**config.mk**
```make
export PLATFORM = sky130hd
export DESIGN_NAME = rau_div
export DESIGN_NICKNAME = d
export VERILOG_FILES = /design/src/sv/rau_pkg.sv /design/src/sv/rau_div.sv
export SDC_FILE = /design/constraint.sdc
export NUM_CORES = 1
export LEC_CHECK = 0
export ABC_AREA = 1
export ABC_CLOCK_PERIOD_IN_PS = 5500
export BUFFER_PORTS_ARGS = -buffer_cell sky130_fd_sc_hd__buf_2
export CAP_MARGIN = 20
export CORE_MARGIN = 2
export CORE_UTILIZATION = 50
export DETAILED_ROUTE_END_ITERATION = 10
export PLACE_DENSITY = 0.71
export REMOVE_ABC_BUFFERS = 1
export SLEW_MARGIN = 30
export SYNTH_ARGS = -nofsm -noshare
export SYNTH_HDL_FRONTEND = slang
export SYNTH_SLANG_ARGS = --single-unit
export TNS_END_PERCENT = 30
```
**constraint.sdc**
```tcl
create_clock -name i_clk -period 5.5 [get_ports i_clk]
set_input_delay 0.825 -clock i_clk [delete_from_list [all_inputs] [get_ports i_clk]]
set_output_delay 0.825 -clock i_clk [all_outputs]
set_load 0.01 [all_outputs]
```
**src/sv/rau_pkg.sv**
```systemverilog
// shared types and constants for the rational arithmetic unit
`timescale 1ns / 1ps
package rau_pkg;
    localparam int WIDTH = 32;
    localparam int DW    = 64;

    localparam logic [1:0] MODE_ADD = 2'd0;
    localparam logic [1:0] MODE_SUB = 2'd1;
    localparam logic [1:0] MODE_MUL = 2'd2;
    localparam logic [1:0] MODE_DIV = 2'd3;

    localparam logic [1:0] ST_OK       = 2'd0;
    localparam logic [1:0] ST_ZERO_DEN = 2'd1;
    localparam logic [1:0] ST_OVERFLOW = 2'd2;

    typedef logic [DW-1:0] t_word;

    // start request to an iterative unit with its two operands
    typedef struct packed {
        logic  start;
        t_word a;
        t_word b;
    } t_unit_req;

    typedef struct packed {
        logic  done;
        t_word value;
    } t_unit_rsp;
endpackage

```
**src/sv/rau_div.sv**
```systemverilog
// restoring unsigned divider, one quotient bit per cycle
`timescale 1ns / 1ps
module rau_div (
    input  logic              i_clk,
    input  logic              i_rst_n,
    input  rau_pkg::t_unit_req i_req,
    output rau_pkg::t_unit_rsp o_rsp
);
    import rau_pkg::*;

    t_word      r_quo, r_dvs;
    logic [DW:0] r_rem;
    logic [5:0] r_cnt;
    logic       r_busy, r_done;
    logic [DW:0] w_sh;
    logic [DW:0] w_diff;

    assign w_sh   = {r_rem[DW-1:0], r_quo[DW-1]};
    assign w_diff = w_sh - {1'b0, r_dvs};

    always_ff @(posedge i_clk) begin
        if (!i_rst_n) begin
            r_busy <= 1'b0;
            r_done <= 1'b0;
        end else begin
            r_done <= 1'b0;
            if (i_req.start) begin
                r_quo  <= i_req.a;
                r_dvs  <= i_req.b;
                r_rem  <= '0;
                r_cnt  <= '1;
                r_busy <= 1'b1;
            end else if (r_busy) begin
                if (!w_diff[DW]) begin
                    r_rem <= w_diff;
                    r_quo <= {r_quo[DW-2:0], 1'b1};
                end else begin
                    r_rem <= w_sh;
                    r_quo <= {r_quo[DW-2:0], 1'b0};
                end
                r_cnt <= r_cnt - 6'd1;
                if (r_cnt == '0) begin
                    r_busy <= 1'b0;
                    r_done <= 1'b1;
                end
            end
        end
    end

    assign o_rsp.done  = r_done;
    assign o_rsp.value = r_quo;
endmodule

```
==> impl_metrics.json <==
{
  "start_kind": "register",
  "cts.sinks": 200,
  "clk_transition_reported_paths_ns": 0.09,
  "maxSlewHeadroom_pct": 40.7,
  "status": "finished clean",
  "wl_um": 42400,
  "ys_types": 37,
  "path_buf_inv": 2,
  "switching_share_pct": 41.2,
  "ios": 196,
  "worst_pin_slew_ns": 0.889,
  "switching_power_mw": 2.24,
  "total_power_mw": 5.43,
  "max-cap-violations": 0,
  "yosys_warnings": 0,
  "p_leak_nw": 9.04,
  "multi_input_area_um2": 6770,
  "drive_gt1_share_pct": 11.7,
  "dpl.hpwl_um": 33800,
  "critPathMostFrequentCell": "nand2_1",
  "drt_iter0_drc": 1068,
  "path_class": "reg -> reg",
  "syn_area_per_cell_um2": 6.84,
  "ys_seq_elements": 200,
  "ys_top_cells_by_area": "edfxtp_1 (41%), nand2_1 (24%), inv_1 (10%)",
  "final_antenna_net_count": 0,
  "syn_area_um2": 14600,
  "slew_viol_final": 0,
  "endpoint_kind": "register",
  "antenna_cells": 0,
  "crit_arrival_ns": 3.22,
  "dr.pass1.iters": 6,
  "crit_path_top_delay_cell": "fa_1",
  "fp.dieH_um": 175,
  "crit_chain": "inv_1 > ha_1 > fa_1 > inv_1 > nand2_1 > nand2_1 > nand3_1 > nand2_2 > nand2_1 > nand2_2 > nand2_1 > nand2_2 > nand2_4 > nand2_4 > nand2_4 > nand2_8 > nand2_1 > nand2_1 > nor2_1",
  "setup_tns_ns": 0,
  "cts_setup_buffers": 0,
  "grt_pass1_wl_um": 66800,
  "timing.hold.ws_ns": 0.517,
  "antenna_found_initial": 1,
  "fin_util_pct": 57.3,
  "wl_per_cell_um": 15.6,
  "core_area_um2": 28700,
  "required_ns": 5.73,
  "area_growth_pct": 13.0,
  "io_buffers": 195,
  "critPathTopFamily": "simple AND/OR/NAND/NOR gates",
  "cts_tree": "yes",
  "dieArea_um2": 30500,
  "syn_inst": 2129,
  "p_clk_share_pct": 24.4,
  "yosysTopAreaCell": "edfxtp_1",
  "fin_skew_ns": 0.0219,
  "yosys.area.top_type_share_pct": 40.8,
  "drt-vias-per-instance": 4.95,
  "hold_viol_final": 0,
  "yosysSeqAreaShare_pct": 41.1,
  "via_count": 13405,
  "cts-buffers-inserted": 17,
  "setup_violations": 0,
  "nets": 2511,
  "max-clock-path-buffers": 2,
  "clk_latency_ns": 0.48,
  "final_common_cell": "nand2_1",
  "cts_hold_buf": 0,
  "cts-root-buf": "clkbuf_16",
  "grt_max_degree": 69,
  "grt_overflow_total": 0,
  "rsz0062_at_grt": "false",
  "internal-power_mw": 3.19,
  "row_count": 62,
  "drc": 0,
  "final_cell_mix": "nand2_1 (943), inv_1 (405), nor2_1 (218)",
  "nFillCells": 2839,
  "fmaxAchievable_mhz": 335,
  "die_width_um": 175,
  "gp_congestion": 1.01,
  "cp_max_fo": 63,
  "seqPwrFrac_pct": 36.7,
  "power_density_nw_per_um2": 330,
  "register_area_um2": 5990,
  "fin_crit_sh_pct": 54.3,
  "ir_drop_mv": 0.233,
  "min_path_type": "in -> reg",
  "grt_pass1_vias": 12831,
  "cpPeakStageDelay_ns": 0.41,
  "cts_resized": 0,
  "initial_core_util_pct": 50.7,
  "grtUsageTotal_pct": 28.1,
  "finalCriticalPeriod_ns": 2.99,
  "power_frac_comb_pct": 38.9,
  "htree_levels": 4,
  "rrSetupSlack_ns": 2.51
}
## area by class of cell
type / instances / share of cell area (%)
inverter: 419 / 9.58
clock buffer: 17 / 2.59
multi-input combinational: 1474 / 41.2
clock inverter: 15 / 1.14
sequential: 200 / 36.4
timing repair buffer: 201 / 6.21
tap: 384 / 2.92
## stage by stage
stage	cell area, um^2	instances	setup WS, ns
2_1_floorplan	14300	2093	1.24
3_3_place_gp	15800	2678	2.65
3_5_place_dp	15800	2678	2.52
4_1_cts	16400	2710	2.52
5_1_grt	16400	2710	2.27
6_report	16400	2710	2.51
## worst paths after layout
| check | from | to | cells past startpoint |
|---|---|---|---|
| max | r_quo[63]$_DFFE_PP_ | r_rem[44]$_SDFFCE_PP0P_ | 19 |
| min | i_req[47] | r_dvs[47]$_DFFE_PP_ | 1 |
| max reg2reg | r_quo[63]$_DFFE_PP_ | r_rem[44]$_SDFFCE_PP0P_ | 19 |
| min reg2reg | r_quo[4]$_DFFE_PP_ | r_quo[5]$_DFFE_PP_ | 2 |
## per-layer routing
layer  wire length [um]  GRT usage (%)  vias up
met3               2900           4.81       56
li1                   -              -     6830
met5                  7              0        -
met2              19300           46.1      461
met4                784           7.57        2
met1              19400           38.7     6056
## kinds of logic after synthesis
kind of cell               after synthesis  synth area share, %
and+or+nand+nor                       1297                 35.8
buffers and inverters                  455                 12.4
DFF                                    200                 41.1
AOI/OAI and AO/OA                       79                 2.98
adders and majority gates               67                 5.81
xor gates and xnor gates                31                 1.87
## flip-flops by register name, summed over array words and instances (netlist names)
| register | cells |
|---|---|
| r_busy | 1 |
| r_cnt | 6 |
| r_done | 1 |
| r_dvs | 64 |
| r_quo | 64 |
| r_rem | 64 |
## synth_stat cells
master	count
buf_4	1
o21ai_0	9
a21o_1	1
o21a_1	1
nor2_1	218
nand2_1	944
and2_1	1
clkbuf_1	14
xor2_1	31
nand2_2	5
nor2_2	8
nand3_2	1
nand2_8	2
nor3_2	1
and3_1	1
nand4_1	15
nor2_4	3
nand2_4	4
or2_1	1
nand3b_1	14
inv_1	407
a21oi_4	1
nand3_4	1
clkinv_1	1
buf_6	12
ha_1	66
o21bai_1	9
fa_1	1
inv_2	11
dfxtp_1	2
nor3_1	12
edfxtp_1	198
a21oi_1	58
nor4_1	3
buf_2	5
nand3_1	63
buf_1	4
## power by group through the flow
stage / logic (mW) / registers, mW / clock network (mW)
after detailed placement: 2.08 / 2.02 / 0
after global routing: 2.38 / 2.01 / 1.39
after global placement: 2.04 / 2.02 / 0
after CTS: 2.09 / 1.99 / 1.35
after floorplan: 1.44 / 2.03 / 0
final: 2.11 / 1.99 / 1.33
(Power assumes the default switching activity.)
