===== src/sv/rau_pkg.sv =====
// shared types and constants for the rational arithmetic unit
`timescale 1ns / 1ps
package rau_pkg;
    localparam int WIDTH = 32;
    localparam int DW    = 64;

    localparam logic [1:0] MODE_ADD = 2'd0;
    localparam logic [1:0] MODE_SUB = 2'd1;
    localparam logic [1:0] MODE_MUL = 2'd2;
    localparam logic [1:0] MODE_DIV = 2'd3;

    localparam logic [1:0] ST_OK       = 2'd0;
    localparam logic [1:0] ST_ZERO_DEN = 2'd1;
    localparam logic [1:0] ST_OVERFLOW = 2'd2;

    typedef logic [DW-1:0] t_word;

    // start request to an iterative unit with its two operands
    typedef struct packed {
        logic  start;
        t_word a;
        t_word b;
    } t_unit_req;

    typedef struct packed {
        logic  done;
        t_word value;
    } t_unit_rsp;
endpackage


===== src/sv/rau_gcd.sv =====
// binary gcd, one step per cycle
`timescale 1ns / 1ps
module rau_gcd (
    input  logic              i_clk,
    input  logic              i_rst_n,
    input  rau_pkg::t_unit_req i_req,
    output rau_pkg::t_unit_rsp o_rsp
);
    import rau_pkg::*;

    t_word      r_a, r_b, r_res;
    logic [5:0] r_k;
    logic       r_busy, r_done;

    always_ff @(posedge i_clk) begin
        if (!i_rst_n) begin
            r_busy <= 1'b0;
            r_done <= 1'b0;
        end else begin
            r_done <= 1'b0;
            if (i_req.start) begin
                r_a    <= i_req.a;
                r_b    <= i_req.b;
                r_k    <= '0;
                r_busy <= 1'b1;
            end else if (r_busy) begin
                if (r_a == '0) begin
                    r_res  <= r_b << r_k;
                    r_busy <= 1'b0;
                    r_done <= 1'b1;
                end else if (r_b == '0) begin
                    r_res  <= r_a << r_k;
                    r_busy <= 1'b0;
                    r_done <= 1'b1;
                end else if (!r_a[0] && !r_b[0]) begin
                    r_a <= r_a >> 1;
                    r_b <= r_b >> 1;
                    r_k <= r_k + 6'd1;
                end else if (!r_a[0]) begin
                    r_a <= r_a >> 1;
                end else if (!r_b[0]) begin
                    r_b <= r_b >> 1;
                end else if (r_a >= r_b) begin
                    r_a <= r_a - r_b;
                end else begin
                    r_b <= r_b - r_a;
                end
            end
        end
    end

    assign o_rsp.done  = r_done;
    assign o_rsp.value = r_res;
endmodule


===== config.mk =====
export PLATFORM = sky130hd
export DESIGN_NAME = rau_gcd
export DESIGN_NICKNAME = d
export VERILOG_FILES = /design/src/sv/rau_pkg.sv /design/src/sv/rau_gcd.sv
export SDC_FILE = /design/constraint.sdc
export NUM_CORES = 1
export LEC_CHECK = 0
export BUFFER_PORTS_ARGS = -buffer_cell sky130_fd_sc_hd__buf_2
export CAP_MARGIN = 20
export CORE_UTILIZATION = 33
export DETAILED_ROUTE_END_ITERATION = 12
export PLACE_DENSITY = 0.46
export SLEW_MARGIN = 20
export SYNTH_ARGS = -nofsm -noshare
export SYNTH_HDL_FRONTEND = slang
export SYNTH_SLANG_ARGS = --single-unit

===== constraint.sdc =====
create_clock -name i_clk -period 8.8 [get_ports i_clk]
set_clock_uncertainty 0.15 [all_clocks]
set_input_delay 0.88 -clock i_clk [delete_from_list [all_inputs] [get_ports i_clk]]
set_output_delay 0.88 -clock i_clk [all_outputs]
set_load 0.02 [all_outputs]

==> results.yml, run 1 <==
status:
  outcome: "finished clean"
worst_setup_path:
  critPathLaunchType: "register"
  r2r-end: "r_a[15]"
  crit_type: "reg2reg"
  r2r_slack_ns: 2.88
  crit_start: "r_a[38]"
  cp.required_ns: 8.82
  crit_path_end_kind: "register"
  ff2ff_path_depth: 13
  path_max_fanout: 48
  critPathCapture: "r_a[15]"
  arrival_ns: 5.94
  r2r_start: "r_a[38]"
yosys:
  syn_area_per_cell_um2: 8.10
  synth_area_mm2: 0.0206
  synth_top_area_cell: "edfxtp_1"
  synth-edff-count: 198
  syn_nets: 2803
  netlist_top_cells_area: "edfxtp_1 (29%), a21oi_1 (8.6%), ha_1 (7.9%), nand2_1 (4.4%), xnor2_1 (4.2%)"
  synth_top_area_share_pct: 28.9
  synth_cell_types: 77
  syn-instance-count: 2540
  synth_ff_type: "edfxtp_1"
  async_reset_ff_share_pct: 0
  yosysWarnings: 0
  synth-seq-cells: 200
  synth-seq-area-share_pct: 29.1
sta:
  whs_ns: 0.369
  setup_viol: 0
  fin_tns_setup_ns: 0
  worstMarginPinSlew_ns: 1.22
  period_minus_slack_ns: 5.92
  slew_headroom_pct: 18.0
  period_share_pct: 67.3
  finalHoldViolations: 0
  grt_setup_unrepaired: "false"
  fmax_mhz: 169
  drv_slew: 0
die:
  die-area_mm2: 0.0634
  die_y_um: 252
  rows: 91
  die_x_um: 252
  start_util_pct: 33.4
  fp.coreArea_mm2: 0.0617
  io_pins: 196
power:
  p_per_area_mw_per_mm2: 161
  total_power_mw: 3.67
  ir_drop_mv: 0.178
  p_leak_nw: 9.16
clock_tree:
  ctsResizeCount: 0
  cts_setup_buffers: 0
  cts_buffer_depth: 2
  cts.sinks: 200
  cts_tree: "yes"
  h-tree-depth: 4
  cts-root-buf: "clkbuf_16"
  clk_pin_slew_ns: 0.09
  cts_hold_buf: 0
  cts_buffers: 17
  clk_latency_ns: 0.54
detailed_routing:
  dr.pass1.iters: 7
  postRouteAntennaNets: 0
  drc: 0
  routed_wl_mm: 95.8
  wl_per_cell_um: 27.8
  vias: 21100
  vias_per_cell: 6.12
  drtIter0Drc: 2321
finish:
  layout_commonest_cell: "a21oi_1"
  final_cell_mix: "a21oi_1 (353), nand2_1 (240), inv_1 (206)"
  n_fill_cell: 6555
  drive_above_1_share_pct: 11.5
  final_util_pct: 36.9
  synthToLayoutAreaGrowth_pct: 10.7
  final_nets: 2860
  fin_area_mm2: 0.0228
grt:
  grt_usage_pct: 29.7
  grt_pass1_wl_mm: 139
  antenna_found_initial: 2
  grt_overflow: 0
  grt_start_max_net_pins: 67
  grt_pass1_vias: 20300
placed_design:
  io_buffers: 195
  gp_congestion: 0.948
  place_area_mm2: 0.0221
  hpwl_mm: 75.3
flow_run:
  cap_violations: 0
worst_hold_path:
  hold_path.class: "reg2reg"
-- sequential cells by signal, indices dropped and copies added (netlist names) --
register  flops
r_busy        1
r_a          64
r_res        64
r_done        1
r_b          64
r_k           6
-- critical path, cell delays in order (launching register included) --
cell and delay, ns:
edfxtp_1 0.56, inv_1 0.08, ha_1 0.62, nand2_1 0.17
o21ai_0 0.47, a21oi_1 0.17, o41ai_1 0.35, a21oi_1 0.09
o21ai_1 0.43, or2_1 0.99, nor2_1 0.11, nor2_1 0.14
o31a_2 0.46, buf_4 0.71
-- logic make-up after synthesis --
kind of cell / after synthesis / share of synthesized area [%]
AOI/OAI and AO/OA: 985 / 30.9
and+or+nand+nor: 606 / 13.7
buffers and inverters: 396 / 7.62
DFF: 200 / 29.1
adders and majority gates: 132 / 8.10
xor gates and xnor gates: 124 / 5.28
muxes: 97 / 5.32
-- cell type report --
| cell class | count | area, um2 | area share, % |
|---|---|---|---|
| Antenna cell | 1 | 2.50 | 0.0110 |
| Sequential cell | 200 | 5990 | 26.3 |
| Clock inverter | 15 | 238 | 1.04 |
| Multi-Input combinational cell | 1944 | 13100 | 57.5 |
| Tap cell | 837 | 1050 | 4.60 |
| Inverter | 209 | 785 | 3.44 |
| Clock buffer | 17 | 425 | 1.87 |
| Timing Repair Buffer | 225 | 1210 | 5.30 |
-- worst min-delay path by stage --
| stage | from | end | slack (ns) | cells after the start |
|---|---|---|---|---|
| floorplan | r_busy | r_done | 0.30 | 2 |
| global placement | r_busy | r_busy | 0.33 | 1 |
| detailed placement | r_busy | r_busy | 0.34 | 1 |
| CTS | r_busy | r_busy | 0.36 | 1 |
| global route | r_busy | r_busy | 0.38 | 1 |
| finish | r_busy | r_busy | 0.37 | 1 |
-- metrics by stage --
| step | cells | setup WS (ns) |
|---|---|---|
| after floorplan | 2540 | 0.745 |
| after global placement | 3415 | 3.03 |
| after detailed placement | 3415 | 3.04 |
| after CTS | 3447 | 3.04 |
| after global routing | 3447 | 2.63 |
| final | 3448 | 2.88 |
-- synthesized netlist by cell type, drive strengths merged (6+ instances only) --
| cell type | instances |
|---|---|
| o21bai | 49 |
| or3 | 11 |
| a222oi | 9 |
| a221oi | 58 |
| nand4 | 46 |
| o21a | 31 |
| o21ai | 149 |
| nor2b | 26 |
| a22o | 6 |
| xnor2 | 99 |
| a31oi | 20 |
| and2 | 11 |
| edfxtp | 198 |
| mux4 | 8 |
| a21oi | 354 |
| inv | 207 |
| nand2 | 240 |
| a22oi | 109 |
| nor4 | 39 |
| a211o | 11 |
| nand2b | 16 |
| and3 | 14 |
| mux2i | 85 |
| buf | 65 |
| nor3 | 34 |
| a21o | 44 |
| o211ai | 7 |
| nor2 | 135 |
| o221ai | 31 |
| ha | 130 |
| a211oi | 33 |
| o22ai | 8 |
| xor2 | 25 |
| a21boi | 8 |
| o311ai | 9 |
| o31ai | 12 |
| nand3 | 24 |
| clkbuf | 122 |
-- power breakdown --
group          switching [mW]  internal [mW]
clock network           0.505          0.424
registers               0.103           1.12
logic                    1.00          0.508
total                    1.61           2.06
-- per-layer routing --
metal / GRT usage, % / share of wire, %
met3: 5.08 / 7.1
met4: 9.30 / 3.0
met5: 0 / 0
met1: 41.0 / 45
met2: 47.0 / 45
No activity file was read; power rests on OpenSTA's default activity.
==> run 2: changes to the inputs <==
--- a/config.mk
+++ b/config.mk
@@ -9,7 +9,7 @@
 export CAP_MARGIN = 20
 export CORE_UTILIZATION = 33
 export DETAILED_ROUTE_END_ITERATION = 12
-export PLACE_DENSITY = 0.46
+export PLACE_DENSITY = 0.48
 export SLEW_MARGIN = 20
 export SYNTH_ARGS = -nofsm -noshare
 export SYNTH_HDL_FRONTEND = slang
==> constraint.sdc (replaced) <==
create_clock -name i_clk -period 4.78 [get_ports i_clk]
set_clock_uncertainty 0.15 [all_clocks]
set_input_delay 0.478 -clock i_clk [delete_from_list [all_inputs] [get_ports i_clk]]
set_output_delay 0.478 -clock i_clk [all_outputs]
set_load 0.02 [all_outputs]
==> run 2 against run 1 <==
Combinational power is 94% higher. Critical path type unchanged. Clock power is 69% higher. Cell area is 3.4% higher. Worst hold slack worse by 0.28 ns. Global-route usage is 0.21 points lower. Power is 84% higher. Sequential share of layout area is 0.87 points lower.
==> results.yml, run 2 (synthesized netlist as in run 1, its figures left out) <==
worst_setup_path:
  crit_path_top_delay_cell: "a2111oi_0"
  crit_top_cell: "inv_1"
  crit_chain: "inv_1 > ha_1 > inv_1 > fa_1 > nand3_1 > a21oi_1 > nor2_1 > o21bai_1 > a2111oi_0 > nor3_1 > nor3_2 > buf_4 > a22oi_1 > o21ai_0"
  crit_path_end_kind: "register"
  arrival_ns: 4.77
  cpPeakStageDelay_ns: 0.74
  crit_family: "compound AO/OA/AOI/OAI gates"
  cp.required_ns: 4.88
  path_max_fanout: 11
  critPathLaunchType: "register"
  crit_buf_inv: 3
  crit_type: "reg2reg"
die:
  fp.coreArea_mm2: 0.0617
  rows: 91
  die-area_mm2: 0.0634
  die_y_um: 252
  start_util_pct: 33.4
  io_pins: 196
  die_x_um: 252
grt:
  antenna_found_initial: 1
  grt_pass1_wl_mm: 138
  grt_overflow: 0
  grt_start_max_net_pins: 73
  grt_pass1_vias: 20700
  grt_usage_pct: 29.5
detailed_routing:
  drtIter0Drc: 2383
  drc: 0
  vias: 21300
  dr.pass1.iters: 6
  vias_per_cell: 6.01
  postRouteAntennaNets: 0
  wl_per_cell_um: 26.7
  routed_wl_mm: 94.5
sta:
  fin_tns_setup_ns: 0
  slew_headroom_pct: 33.1
  period_share_pct: 97.5
  drv_slew: 0
  worstMarginPinSlew_ns: 0.999
  grt_setup_unrepaired: "false"
  setup_viol: 0
  fmax_mhz: 214
  finalHoldViolations: 0
  period_minus_slack_ns: 4.66
finish:
  reg_top3: "r_a x64, r_b x64, r_res x64"
  final_cell_mix: "a21oi_1 (353), nand2_1 (240), inv_1 (206)"
  antenna_cells: 0
  synthToLayoutAreaGrowth_pct: 14.5
  final_nets: 2960
  drive_above_1_share_pct: 14.7
  layout_commonest_cell: "a21oi_1"
power:
  total_power_mw: 6.73
  p_per_area_mw_per_mm2: 286
  ir_drop_mv: 0.289
  p_leak_nw: 9.65
clock_tree:
  cts_buffers: 17
  clk_latency_ns: 0.52
  cts_hold_buf: 0
  cts.sinks: 200
  ctsResizeCount: 0
  cts_buffer_depth: 2
  cts-root-buf: "clkbuf_16"
  h-tree-depth: 4
  clk_pin_slew_ns: 0.10
  cts_tree: "yes"
  cts_setup_buffers: 0
placed_design:
  gp_congestion: 0.974
  hpwl_mm: 75.0
  io_buffers: 195
status:
  outcome: "finished clean"
flow_run:
  cap_violations: 0
worst_hold_path:
  hold_path.class: "in2reg"
==> run 2: cell count changes in the layout (fill, tap and decap cells not counted), sizes merged <==
cell,before,now
clkdlybuf4s18,0,1
bufinv,1,0
diode,1,0
buf,225,324
inv,213,212
clkinvlp,0,1
==> run 2: final timing paths <==
kind              slack, ns       start  cells past startpoint       to
setup / recovery       0.12      r_a[0]                     14  r_b[27]
hold / removal         0.09  i_req[127]                      3  r_a[63]
setup reg to reg       0.12      r_a[0]                     14  r_b[27]
hold reg to reg        0.37      r_busy                      1   r_busy
==> run 2: cell type report <==
cell class / count / area, um2
Fill cell: 6544 / 38100
Multi-Input combinational cell: 1944 / 13100
Sequential cell: 200 / 5990
Timing Repair Buffer: 325 / 2060
Tap cell: 837 / 1050
Inverter: 209 / 785
Clock buffer: 17 / 425
Clock inverter: 14 / 180
==> run 2: worst min-delay path: stages <==
cell     delay, ns
buf_2         0.07
nand2_1       0.04
o21ai_1       0.06
==> run 2: layer usage <==
metal / track usage, % / vias up / wire length, um / share of wire, %
li1: - / 9755 / - / -
met1: 40.3 / 10500 / 42000 / 44
met2: 47.0 / 962 / 43200 / 46
met3: 3.95 / 150 / 5980 / 6.3
met4: 11.5 / 2 / 3320 / 3.5
met5: 0 / - / 13 / 0.014
==> run 2: report_power, final <==
group | total [mW] | switching (mW) | internal (mW)
sequential | 2.23 | 0.161 | 2.07
combinational | 2.93 | 1.88 | 1.04
clock | 1.57 | 0.867 | 0.707
==> run 2: metrics by stage <==
step	instance area (um2)	setup WS [ns]	cells	hold slack, ns	util, %
finish	23600	0.117	3546	0.0861	38.2
global route	23600	0.00780	3546	0.0709	38.2
CTS	23600	0.183	3545	0.0567	38.2
detailed placement	22900	0.236	3514	0.351	37.2
global placement	22900	-0.123	3513	0.336	37.2
floorplan	20600	0.154	2540	0.315	-
==> run 3: changes to the inputs <==
--- a/config.mk
+++ b/config.mk
@@ -7,9 +7,9 @@
 export LEC_CHECK = 0
 export BUFFER_PORTS_ARGS = -buffer_cell sky130_fd_sc_hd__buf_2
 export CAP_MARGIN = 20
-export CORE_UTILIZATION = 33
+export CORE_UTILIZATION = 55
 export DETAILED_ROUTE_END_ITERATION = 12
-export PLACE_DENSITY = 0.48
+export PLACE_DENSITY = 0.75
 export SLEW_MARGIN = 20
 export SYNTH_ARGS = -nofsm -noshare
 export SYNTH_HDL_FRONTEND = slang
==> run 3 against run 2 <==
Cell count down 11%. Maximum frequency up 2.3%. Global-route usage up 13 points. Critical path depth down 2. Non-clock buffer count down 37. Largest cell class unchanged.
==> results.yml, run 3 (synthesized netlist as in run 1, its figures left out) <==
status:
  outcome: "finished clean"
die:
  rows: 70
  start_util_pct: 56.1
  fp.coreArea_mm2: 0.0367
  die-area_mm2: 0.0382
  io_pins: 196
  die_x_um: 195
  die_y_um: 195
placed_design:
  hpwl_mm: 63.4
  gp_congestion: 1.06
  io_buffers: 195
  placedCellCount: 3107
finish:
  layout_commonest_cell: "a21oi_1"
  n_fill_cell: 3333
  synthToLayoutAreaGrowth_pct: 10.7
  final_nets: 2924
  final_cell_mix: "a21oi_1 (353), nand2_1 (240), inv_1 (207)"
  multi_input_area_mm2: 0.0131
  seqCellArea_mm2: 0.00599
  reg_top3: "r_a x64, r_b x64, r_res x64"
  final_util_pct: 62.1
  final_cells: 3142
  drive_above_1_share_pct: 13.6
  antenna_cells: 0
sta:
  finalHoldViolations: 0
  setup_viol: 0
  worstMarginPinSlew_ns: 1.06
  period_minus_slack_ns: 4.56
  fmax_mhz: 219
  slew_headroom_pct: 29.2
  grt_setup_unrepaired: "false"
  period_share_pct: 95.4
  drv_slew: 0
worst_setup_path:
  cp.required_ns: 4.77
  crit_path_end_kind: "register"
  r2r_start: "r_a[40]"
  critPathLaunchType: "register"
  crit_type: "reg2reg"
  path_max_fanout: 49
  arrival_ns: 4.55
  crit_start: "r_a[40]"
worst_hold_path:
  hold_path.class: "in2reg"
  hp-start: "i_rst_n"
grt:
  grt_pass1_vias: 20300
  grt_pass1_wl_mm: 123
  antenna_found_initial: 0
  grt_usage_pct: 42.4
  grt_start_max_net_pins: 98
  grt_overflow: 0
clock_tree:
  clk_latency_ns: 0.48
  cts.sinks: 200
  clk_pin_slew_ns: 0.09
  cts_tree: "yes"
  cts_hold_buf: 0
  cts-root-buf: "clkbuf_16"
  cts_buffer_depth: 2
  h-tree-depth: 4
  cts_buffers: 17
power:
  p_leak_nw: 9.46
  p_per_area_mw_per_mm2: 289
  ir_drop_mv: 0.269
detailed_routing:
  wl_per_cell_um: 26.3
  vias: 21800
  vias_per_cell: 6.95
  routed_wl_mm: 82.5
  drtIter0Drc: 3233
  postRouteAntennaNets: 0
  drc: 0
  dr.pass1.iters: 8
flow_run:
  cap_violations: 0
[run 3: per-layer routing]
metal,share of wire (%),global-route usage [%]
met2,44,65.2
met5,0,0
met1,38,55.5
met3,13,10.9
met4,5.1,20.1
[run 3: worst max-delay path, stage by stage, from the launching register on]
cell and delay (ns):
edfxtp_1 0.47, buf_4 0.20, inv_1 0.05, ha_1 0.52, nand4_1 0.39, nor3_1 0.60
nand3_1 0.28, nor3_1 0.41, or2_1 0.42, nor2_1 0.08, nor2_1 0.10, o31a_2 0.17
buf_12 0.33
[run 3: per-stage QoR]
step / hold WS (ns) / area (um2) / setup TNS (ns) / total power, mW / worst slack, ns
floorplan: 0.315 / 20600 / 0 / 4.03 / 0.154
global placement: 0.339 / 22100 / 0 / 4.93 / 0.146
detailed placement: 0.352 / 22100 / -5.04 / 4.95 / -0.155
CTS: 0.117 / 22800 / 0 / 6.48 / 0.0687
global route: 0.119 / 22800 / 0 / 6.83 / 0.0167
finish: 0.119 / 22800 / 0 / 6.59 / 0.220
[run 3: final timing paths]
path         slack [ns]       to  depth (start not counted)
max                0.22  r_a[35]                         12
min                0.12   r_busy                          2
max reg2reg        0.22  r_a[35]                         12
min reg2reg        0.37   r_busy                          1
[run 3: cell type report]
class | instances | area share (%)
Clock inverter | 14 | 0.758
Tap cell | 468 | 2.57
Sequential cell | 200 | 26.3
Timing Repair Buffer | 288 | 7.54
Clock buffer | 18 | 1.93
Multi-Input combinational cell | 1945 | 57.5
Inverter | 209 | 3.44
[run 3: report_power, final]
part	switching, mW	internal (mW)
Clock	0.825	0.723
Sequential	0.167	2.07
Combinational	1.80	1.01
Total	2.79	3.80
[run 3: timing repair]
action,4_1_cts,5_1_grt
setup endpoints to repair,44,147
resized for setup,0,2
gates cloned,1,0
pin swaps,1,1
setup buffers,0,2
